<file path="config.mk">
export PLATFORM = sky130hd
export DESIGN_NAME = mfi_div
export DESIGN_NICKNAME = d
export VERILOG_FILES = /design/src/rtl/core/mfi_pkg.sv /design/src/rtl/core/mfi_div.sv
export SDC_FILE = /design/constraint.sdc
export NUM_CORES = 1
export LEC_CHECK = 0
export BUFFER_PORTS_ARGS = -buffer_cell sky130_fd_sc_hd__buf_2
export CAP_MARGIN = 10
export CORE_ASPECT_RATIO = 1.1
export CORE_UTILIZATION = 45
export DETAILED_ROUTE_END_ITERATION = 8
export PLACE_DENSITY_LB_ADDON = 0.25
export SYNTH_ARGS = -nofsm -noshare
export SYNTH_HDL_FRONTEND = slang
export SYNTH_SLANG_ARGS = --single-unit
</file>
<file path="constraint.sdc">
create_clock -name clk -period 3.5 [get_ports clk]
set_input_delay 0.7 -clock clk [delete_from_list [all_inputs] [get_ports clk]]
set_output_delay 0.7 -clock clk [all_outputs]
set_load 0.01 [all_outputs]
</file>
<file path="src/rtl/core/mfi_pkg.sv">
// ----------------------------------------------------------------------------
// mfi_pkg
// Shared constants and types for the money flow index core.
// ----------------------------------------------------------------------------
package mfi_pkg;

    localparam int MAX_PERIOD_DEF  = 32;
    localparam int PRICE_BITS_DEF  = 24;
    localparam int VOLUME_BITS_DEF = 32;

    localparam int PERIOD_W   = 6;
    localparam int MFI_W      = 15;
    localparam int FLOW_W     = 58;
    localparam int SUM_W      = 63;
    localparam int TOTAL_W    = 64;
    localparam int PERIOD_RST = 14;
    localparam int MFI_FULL   = 25600;
    // 25600 * pos fits in 63 + 15 bits
    localparam int NUM_W      = SUM_W + MFI_W;

    typedef struct packed {
        logic              start;
        logic [SUM_W-1:0]  pos;
        logic [TOTAL_W-1:0] total;
    } div_req_t;

endpackage

</file>
<file path="src/rtl/core/mfi_div.sv">
// ----------------------------------------------------------------------------
// mfi_div
// Restoring divider, one quotient bit per cycle:
// q = floor((25600*pos + floor(total/2)) / total).
// ----------------------------------------------------------------------------
module mfi_div
(
    input  logic                         clk,
    input  logic                         rst_n,
    input  mfi_pkg::div_req_t            req,
    output logic                         busy,
    output logic                         done,
    output logic [mfi_pkg::MFI_W-1:0]    quot
);
    import mfi_pkg::*;

    localparam int CNT_W = $clog2(NUM_W + 1);

    logic [NUM_W-1:0]   num_reg, num_next;
    logic [TOTAL_W:0]   rem_reg, rem_next;
    logic [TOTAL_W-1:0] den_reg, den_next;
    logic [MFI_W-1:0]   q_reg, q_next;
    logic [CNT_W-1:0]   cnt_reg, cnt_next;
    logic               busy_reg, busy_next;
    logic               done_reg, done_next;
    logic [TOTAL_W:0]   shifted;
    logic [NUM_W-1:0]   prod;

    // 25600 = 2^10 * 25 = 2^10 * (16 + 8 + 1)
    assign prod = ({{MFI_W{1'b0}}, req.pos} << 14) + ({{MFI_W{1'b0}}, req.pos} << 13)
                + ({{MFI_W{1'b0}}, req.pos} << 10)
                + {{(NUM_W-TOTAL_W+1){1'b0}}, req.total[TOTAL_W-1:1]};

    assign shifted = {rem_reg[TOTAL_W-1:0], num_reg[NUM_W-1]};

    always_comb
    begin
        num_next  = num_reg;
        rem_next  = rem_reg;
        den_next  = den_reg;
        q_next    = q_reg;
        cnt_next  = cnt_reg;
        busy_next = busy_reg;
        done_next = 1'b0;
        if (req.start)
        begin
            num_next  = prod;
            rem_next  = '0;
            den_next  = req.total;
            cnt_next  = CNT_W'(NUM_W);
            busy_next = 1'b1;
        end
        else if (busy_reg)
        begin
            num_next = {num_reg[NUM_W-2:0], 1'b0};
            if (shifted >= {1'b0, den_reg})
            begin
                rem_next = shifted - {1'b0, den_reg};
                q_next   = {q_reg[MFI_W-2:0], 1'b1};
            end
            else
            begin
                rem_next = shifted;
                q_next   = {q_reg[MFI_W-2:0], 1'b0};
            end
            cnt_next = cnt_reg - 1'b1;
            if (cnt_reg == CNT_W'(1))
            begin
                busy_next = 1'b0;
                done_next = 1'b1;
            end
        end
    end

    always_ff @(posedge clk or negedge rst_n)
    begin
        if (!rst_n)
        begin
            busy_reg <= 1'b0;
            done_reg <= 1'b0;
            cnt_reg  <= '0;
        end
        else
        begin
            busy_reg <= busy_next;
            done_reg <= done_next;
            cnt_reg  <= cnt_next;
        end
    end

    always_ff @(posedge clk)
    begin
        num_reg <= num_next;
        rem_reg <= rem_next;
        den_reg <= den_next;
        q_reg   <= q_next;
    end

    assign busy = busy_reg;
    assign done = done_reg;
    assign quot = q_reg;

    a_done_once: assert property (@(posedge clk) disable iff (!rst_n)
        done |=> !done)
        else $error("divider done held");
    a_no_restart: assert property (@(posedge clk) disable iff (!rst_n)
        busy |-> !req.start)
        else $error("divider restarted while busy");
    a_quot_range: assert property (@(posedge clk) disable iff (!rst_n)
        done |-> quot <= MFI_W'(MFI_FULL))
        else $error("index above full scale");

endmodule

</file>
# Word-level counts from Yosys, hierarchy flattened
# Index checks and enable logic that the tools add are counted.
# word_totals
inputBits	130
word_cells	29
ff_bits	230
# classes
order_cmp	1
addsub	5
mux	12
eq_ne	1
n_reduce_logical	2
n_bitwise	1
# op_table
op	n
78-bit 2-to-1 mux	2
77-bit by 76-bit adder with 78-bit output	1
78-bit by 63-bit adder with 78-bit output	1
78-bit by 73-bit adder with 78-bit output	1
65-bit by 64-bit greater-or-equal comparator with 1-bit output	1
64-bit 2-to-1 mux	1
64-bit subtractor	1
7-bit 2-to-1 mux	2
7-bit by 1-bit equality test with 1-bit output, second input constant	1
1-bit 2-to-1 mux	7
7-bit by 1-bit subtractor with 7-bit output, second input constant	1
2-bit AND reduction	1
2-bit nonzero test	1
1-bit inverter	1

# Longest topological paths before layout
# Gate-level depths: netlist of the first run.
# depth
word_depth	4
depth_mapped	17
mapped_depth_nobuf	16

# Worst setup path before layout of the first run
# Ideal clock, no wire load.
# synth_timing
kind	input to register
startpoint	input port req[73] (netlist name)
endpoint	register num_reg[72], data pin
cell_stages	16
path_slack_ns	-1.121
arrival_time_ns	4.361
setup_ns	0.260
path_cell_list	inv_1 > fa_1 > inv_1 > fa_1 > ha_1 > a21o_1 > a2111oi_0 > o31a_1 > o311ai_0 > and2_1 > a31oi_1 > o31ai_2 > a21boi_1 > o21ai_1 > xnor2_1 > mux2_2
# synth_between
elab_chain_cells	4
# synth_lines
element	line	rtl
from (decl)	mfi_div.sv:10	input mfi_pkg::div_req_t req,
77-bit by 76-bit adder with 78-bit output	mfi_div.sv:30	assign prod = ({{MFI_W{1'b0}}, req.pos} << 14) + ({{MFI_W{1'b0}}, req.pos} << 13)
78-bit by 73-bit adder with 78-bit output (*)	mfi_div.sv:31	+ ({{MFI_W{1'b0}}, req.pos} << 10)
78-bit by 63-bit adder with 78-bit output (*)	mfi_div.sv:32	+ {{(NUM_W-TOTAL_W+1){1'b0}}, req.total[TOTAL_W-1:1]};
78-bit 2-to-1 mux (*)	mfi_div.sv:45	if (req.start)
net num_next[72]	mfi_div.sv:19	logic [NUM_W-1:0] num_reg, num_next;
to (signal assigned)	mfi_div.sv:93	num_reg <= num_next;
to (decl)	mfi_div.sv:19	
# The timed path passes the listed nets; every way through them passes the cells marked *.
# A chain may end at the register's enable or synchronous reset.

# Final worst setup path of the first run
# layout_timing
startpoint	input port req[83] (netlist name)
endpoint	register num_reg[71], data pin
# The elaborated chain is that of the path after synthesis.

==> results of run 1 <==
==> cells by family (layout without fill, tap and decap cells) <==
kind of cell,after synthesis,after routing
AND/OR/NAND/NOR,510,510
flip-flops,230,230
AO/OA/AOI/OAI,570,570
XOR/XNOR,124,124
adder cells (fa/ha/maj),265,265
buffers and inverters,411,939
multiplexers,72,72
==> what timing repair did <==
action	4_1_cts	5_1_grt
hold buffers	1	0
pin swaps	70	67
setup buffers	30	35
hold endpoints to repair	9	0
gates resized for setup	146	130
setup endpoints to repair	50	104
cloned	0	1
==> cell usage after synthesis (all sizes together) (8+ instances only) <==
cell type and number:
ha 154, o21ai 109, clkbuf 80, a21o 83
inv 313, a211oi 11, xnor2 82, dfxtp 64
a21boi 10, o21bai 26, nand3 21, o31ai 16
o21a 13, a2111oi 8, a31oi 19, nand4 47
xor2 42, buf 18, fa 111, mux2 68
o211ai 16, and2 8, a21oi 175, nand2 198
nand2b 13, nor2 149, dfrtp 9, nor2b 15
edfxtp 157, a311oi 32, nor3 20, nor4 10
a32oi 8
==> per-layer routing <==
layer  track usage [%]  part of all wire (%)
met1              33.3                    43
met2              43.4                    49
met3              2.86                   4.7
met4              8.25                   3.1
met5                 0                     0
==> metrics by stage <==
| stage | area (µm²) | setup TNS [ns] |
|---|---|---|
| floorplan | 20300 | -26.48 |
| global placement | 24200 | -51.96 |
| detailed placement | 24200 | -54.14 |
| CTS | 26000 | -16.47 |
| global route | 26800 | -27.50 |
| finish | 26800 | -22.43 |
==> report_power, final <==
part / leakage (µW) / total [µW] / switching, µW / internal [µW]
logic: 0.00972 / 11300 / 5730 / 5590
registers: 0.00222 / 4230 / 395 / 3830
clock network: 0.000440 / 2920 / 1200 / 1720
==> critical path, cell delays in order <==
cell        delay, ns
buf_6            0.08
clkinvlp_4       0.09
fa_1             0.49
fa_1             0.55
inv_2            0.05
ha_4             0.23
a211o_1          0.25
a221o_1          0.32
a2111oi_2        0.32
o311ai_1         0.13
o21ai_1          0.16
buf_4            0.15
a21oi_4          0.06
a221oi_4         0.36
o21bai_2         0.12
a21oi_2          0.16
xnor2_1          0.07
mux2_4           0.25
==> how the worst min path moves through the flow <==
stage / start / cells past startpoint / slack (ns) / endpoint
finish: req[2] / 1 / 0.34 / den_reg[2]
global route: req[8] / 1 / 0.33 / den_reg[8]
CTS: req[2] / 1 / 0.32 / den_reg[2]
global placement: quot[4] / 0 / 0.43 / quot[5]
floorplan: rst_n / 0 / 0.40 / busy
detailed placement: quot[5] / 0 / 0.44 / quot[6]
==> final cells by class <==
type                            instances  area (µm²)  share of cell area (%)
Clock inverter                         20         229                   0.855
Timing Repair Buffer                  577        4320                    16.1
Inverter                              313        1230                    4.59
Clock buffer                           29         683                    2.55
Sequential cell                       230        6220                    23.2
Multi-Input combinational cell       1541       13400                    50.0
Tap cell                              574         718                    2.68
==> metrics.txt, run 1 <==
width of the die roughly 200 µm; fmax between 0.2 and 0.25 GHz; Initial Util 45.7%; Worst Path Required roughly 3.8 ns; Post-synth EDFFs between 150 and 200; largest family of logic cells by synthesized area adder cells; nets ~3100; R2R cell count 15; routed vias/inst 5.44; r2r startpoint num_reg[77]; commonest cells after routing, fill and taps aside buf_4 (388), inv_1 (271), nand2_1 (191); total number of vias about 18000; DRC Markers 0; n_diodes 0; Slew HR a little under half; Final Hold Viols 0; global-route wire length before repair ~90000 µm; Leak between 0.01 and 0.015 µW; Root Buffer clkbuf_16; vias in the first global route roughly 18000; final core occ between 60% and 70%; commonest non-fill, non-tap cell in the layout buf_4; Max Root-Sink Buffers 3; post-synthesis area per instance approximately 9 µm²; period utilisation layout 121%; Critical Path Sink num_reg[71]; Worst VDD drop approximately 0.40 mV; GRT Total Usage about 25%; Yosys top cell by area edfxtp_1; Yosys reg bits 230; layout cells sized above 1 ~33%; ys flop type edfxtp_1; Critical Path AT roughly 4.6 ns; final hold slack between 0.3 and 0.4 ns; initial antenna violation count 2; Final Non-Filler Cells between 3000 and 4000; Setup Viol. Count Final 47; PwrDens 690 mW/mm²; pin count of the biggest net entering global routing 93; H-tree depth 1; std cell rows 80; Simple-Gate Fraction of Synth Area a little under an eighth; total wire length 58100 µm; Syn Inst Count 2182; crit end category register; pins over their slew limit 0; clk slew on worst S/H paths around 0.060 ns; GR Overflow Total 0; Worst Setup SP req[83]; TritonCTS clock tree yes; top cell type's share of synthesized area a little under a quarter; fillers 3555; num ports 147; Syn Std Cell Area around 0.02 mm²; clock sinks 230; Critical Path Fanout Max 4; routability cong. just over 0.9; Post-Syn Nets ~2600; Die Span Y roughly 220 µm; Adder-Cell Fraction of Synth Area about a fifth; Setup WS pre-CTS -1.43 ns; ys async rst share 3.91%; mux share of post-synthesis cell area just over 4%; sequential-to-total area share from yosys stat 31.2%; Wirelength per Cell about 18 µm; Post-DRT Antenna Nets 0; violated checks negative setup slack; skew final 0.0151 ns; Synth area leaders edfxtp_1 (24%), fa_1 (11%), ha_1 (9.7%); Pre-Repair DR Iteration Count 5; RSZ-0062 raised after global routing yes; DR iter-0 viols between 1000 and 1500; Placeable Area 0.0435 mm²; CTS Buf Count 27; warning count from the yosys run 0; max FFs per register 78; number of max-cap violations 0; Synth Area in Compound Gates between 10% and 20%; Worst R2R End rem_reg[48]; kind of critical path in -> reg; Unique masters post-synth between 80 and 90; Area Overhead vs Synth 34.6%; status complete, but fails checks; minimum clock period approximately 4.3 ns; fin worst setup slack -0.751 ns; HPWL after detailed placement about 45000 µm; Worst-Skew Late Latency 0.56 ns; total power 18500 µW; CP startpoint kind input port; Synth Area in XOR/XNOR between 5 and 6%; Min-Delay Path Class in -> reg; # port buffers ~150; die area around 0.045 mm²; measured slew at the worst slew-check pin ~0.78 ns; cell count after placement ~3200; R2R Setup Slk ~0.10 ns
(Power assumes the default switching activity.)
==> run 2: changes to the inputs <==
--- a/config.mk
+++ b/config.mk
@@ -11,6 +11,7 @@
 export CORE_UTILIZATION = 45
 export DETAILED_ROUTE_END_ITERATION = 8
 export PLACE_DENSITY_LB_ADDON = 0.25
+export REMOVE_ABC_BUFFERS = 1
 export SYNTH_ARGS = -nofsm -noshare
 export SYNTH_HDL_FRONTEND = slang
 export SYNTH_SLANG_ARGS = --single-unit
==> metrics.txt, run 2 (synthesis results as in run 1) <==
violated checks negative setup slack; max FFs per register 78; routability cong. 0.905; cell-internal power roughly 11000 µW; routed vias/inst approximately 5.4; layout cells sized above 1 between 30% and 40%; Clk pwr share between 10% and 20%; period utilisation layout 124%; nets 3078; status complete, but fails checks; RSZ-0062 raised after global routing yes; Worst-Skew Late Latency 0.55 ns; GRT Total Usage 24.4%; minimum clock period between 4 and 5 ns; kind of critical path in -> reg; width of the die a little over 200 µm; Final Hold Viols 0; total wire length approximately 56000 µm; fin worst setup slack -0.851 ns; crit end category register; final core occ 62.1%; pins over their slew limit 0; Pre-Repair DR Iteration Count 5; commonest non-fill, non-tap cell in the layout buf_4; Critical Path AT around 4.6 ns; Post-DRT Antenna Nets 0; Min-Delay Path Class in -> reg; clock sinks 230; DRC Markers 0; Root Buffer clkbuf_16; commonest cells after routing, fill and taps aside buf_4 (378), inv_1 (256), nand2_1 (190); vias in the first global route around 18000; Area Overhead vs Synth 35.9%; global-route wire length before repair 89500 µm; PwrDens about 690 mW/mm²; Initial Util a little under half; # port buffers approximately 150; DR iter-0 viols roughly 980; Sequential Power Share between 20% and 30%; Worst Path Required approximately 3.8 ns; fmax 0.230 GHz; GR Overflow Total 0; CP startpoint kind input port; number of max-cap violations 0; skew final ~0.015 ns; Placeable Area 0.0435 mm²; measured slew at the worst slew-check pin between 0.6 and 0.7 ns; HPWL after detailed placement around 42000 µm; num ports around 150; H-tree depth 1; Setup Viol. Count Final 47; Critical Path Fanout Max 3; n_diodes 0; CTS Buf Count 26; Setup WS pre-CTS -1.85 ns; Wirelength per Cell between 15 and 20 µm; clk slew on worst S/H paths ~0.06 ns; Die Span Y 223 µm; Worst VDD drop 0.340 mV; total number of vias approximately 18000; Leak about 0.012 µW; Comb power frac about 61%; initial antenna violation count 0; sw frac between 30% and 40%; Max Root-Sink Buffers 3; die area around 0.045 mm²; Switch Pwr ~7300 µW; std cell rows 80; TritonCTS clock tree yes; Slew HR between 50% and 60%; pin count of the biggest net entering global routing roughly 110
-- run 2: worst max-delay path: stages --
cell,delay (ns)
buf_8,0.08
inv_6,0.03
fa_1,0.50
fa_1,0.57
inv_2,0.05
ha_4,0.15
a211o_1,0.29
a221o_1,0.34
a2111oi_4,0.32
o311ai_2,0.12
o21ai_2,0.19
buf_6,0.14
a21oi_4,0.06
a221oi_4,0.38
buf_4,0.17
buf_6,0.09
o21ai_2,0.05
xor2_1,0.13
mux2_4,0.25
-- run 2: final timing paths --
path                              from     endpoint  slack (ns)  cells after the start
min                             req[0]   den_reg[0]        0.33                      1
max in group asynchronous        rst_n         busy        2.74                      2
max reg2reg                num_reg[77]  rem_reg[46]        0.20                     15
max                            req[82]  num_reg[63]       -0.85                     19
min reg2reg                    quot[9]     quot[10]        0.44                      0
min in group asynchronous        rst_n         done        0.55                      2
-- run 2: through the flow --
step	std cells	power (µW)	setup TNS (ns)	cell area, µm²	hold slack (ns)
global route	3277	19900	-25.31	27000	0.311
global placement	3178	13300	-68.52	23800	0.427
detailed placement	3178	13500	-71.71	23800	0.433
CTS	3250	17700	-19.26	26000	0.303
finish	3277	18700	-20.80	27000	0.334
floorplan	2084	10100	-167.71	19500	0.404
-- run 2: timing repair --
action,4_1_cts,5_1_grt
endpoints found under the hold margin,9,0
setup endpoints to repair,53,109
cloned,0,1
buffers inserted,30,34
gates resized for setup,234,188
hold buffers,1,0
pin swaps,105,137
-- run 2: power groups by stage --
stage                     sequential, µW  clock [µW]  combinational [µW]
after floorplan                     4140           0                5940
after global placement              4240           0                9070
after detailed placement            4270           0                9190
after CTS                           4230        3210               10200
after global routing                4330        3310               12300
final                               4240        3140               11300
-- run 2: cell type report --
type	instances	area (µm²)
Fill cell	3639	16500
Multi-Input combinational cell	1541	13500
Sequential cell	230	6220
Timing Repair Buffer	571	4390
Inverter	313	1230
Tap cell	574	718
Clock buffer	30	697
Clock inverter	18	282
-- run 2: metal layers --
layer | share of wire (%) | routed length [µm] | up-vias | GRT usage (%)
met3 | 3.2 | 1830 | 77 | 1.82
met4 | 2.2 | 1220 | 0 | 5.75
met5 | 0 | 0 | - | 0
met2 | 50 | 28400 | 351 | 43.0
met1 | 44 | 24900 | 8529 | 32.3
li1 | - | - | 8601 | -
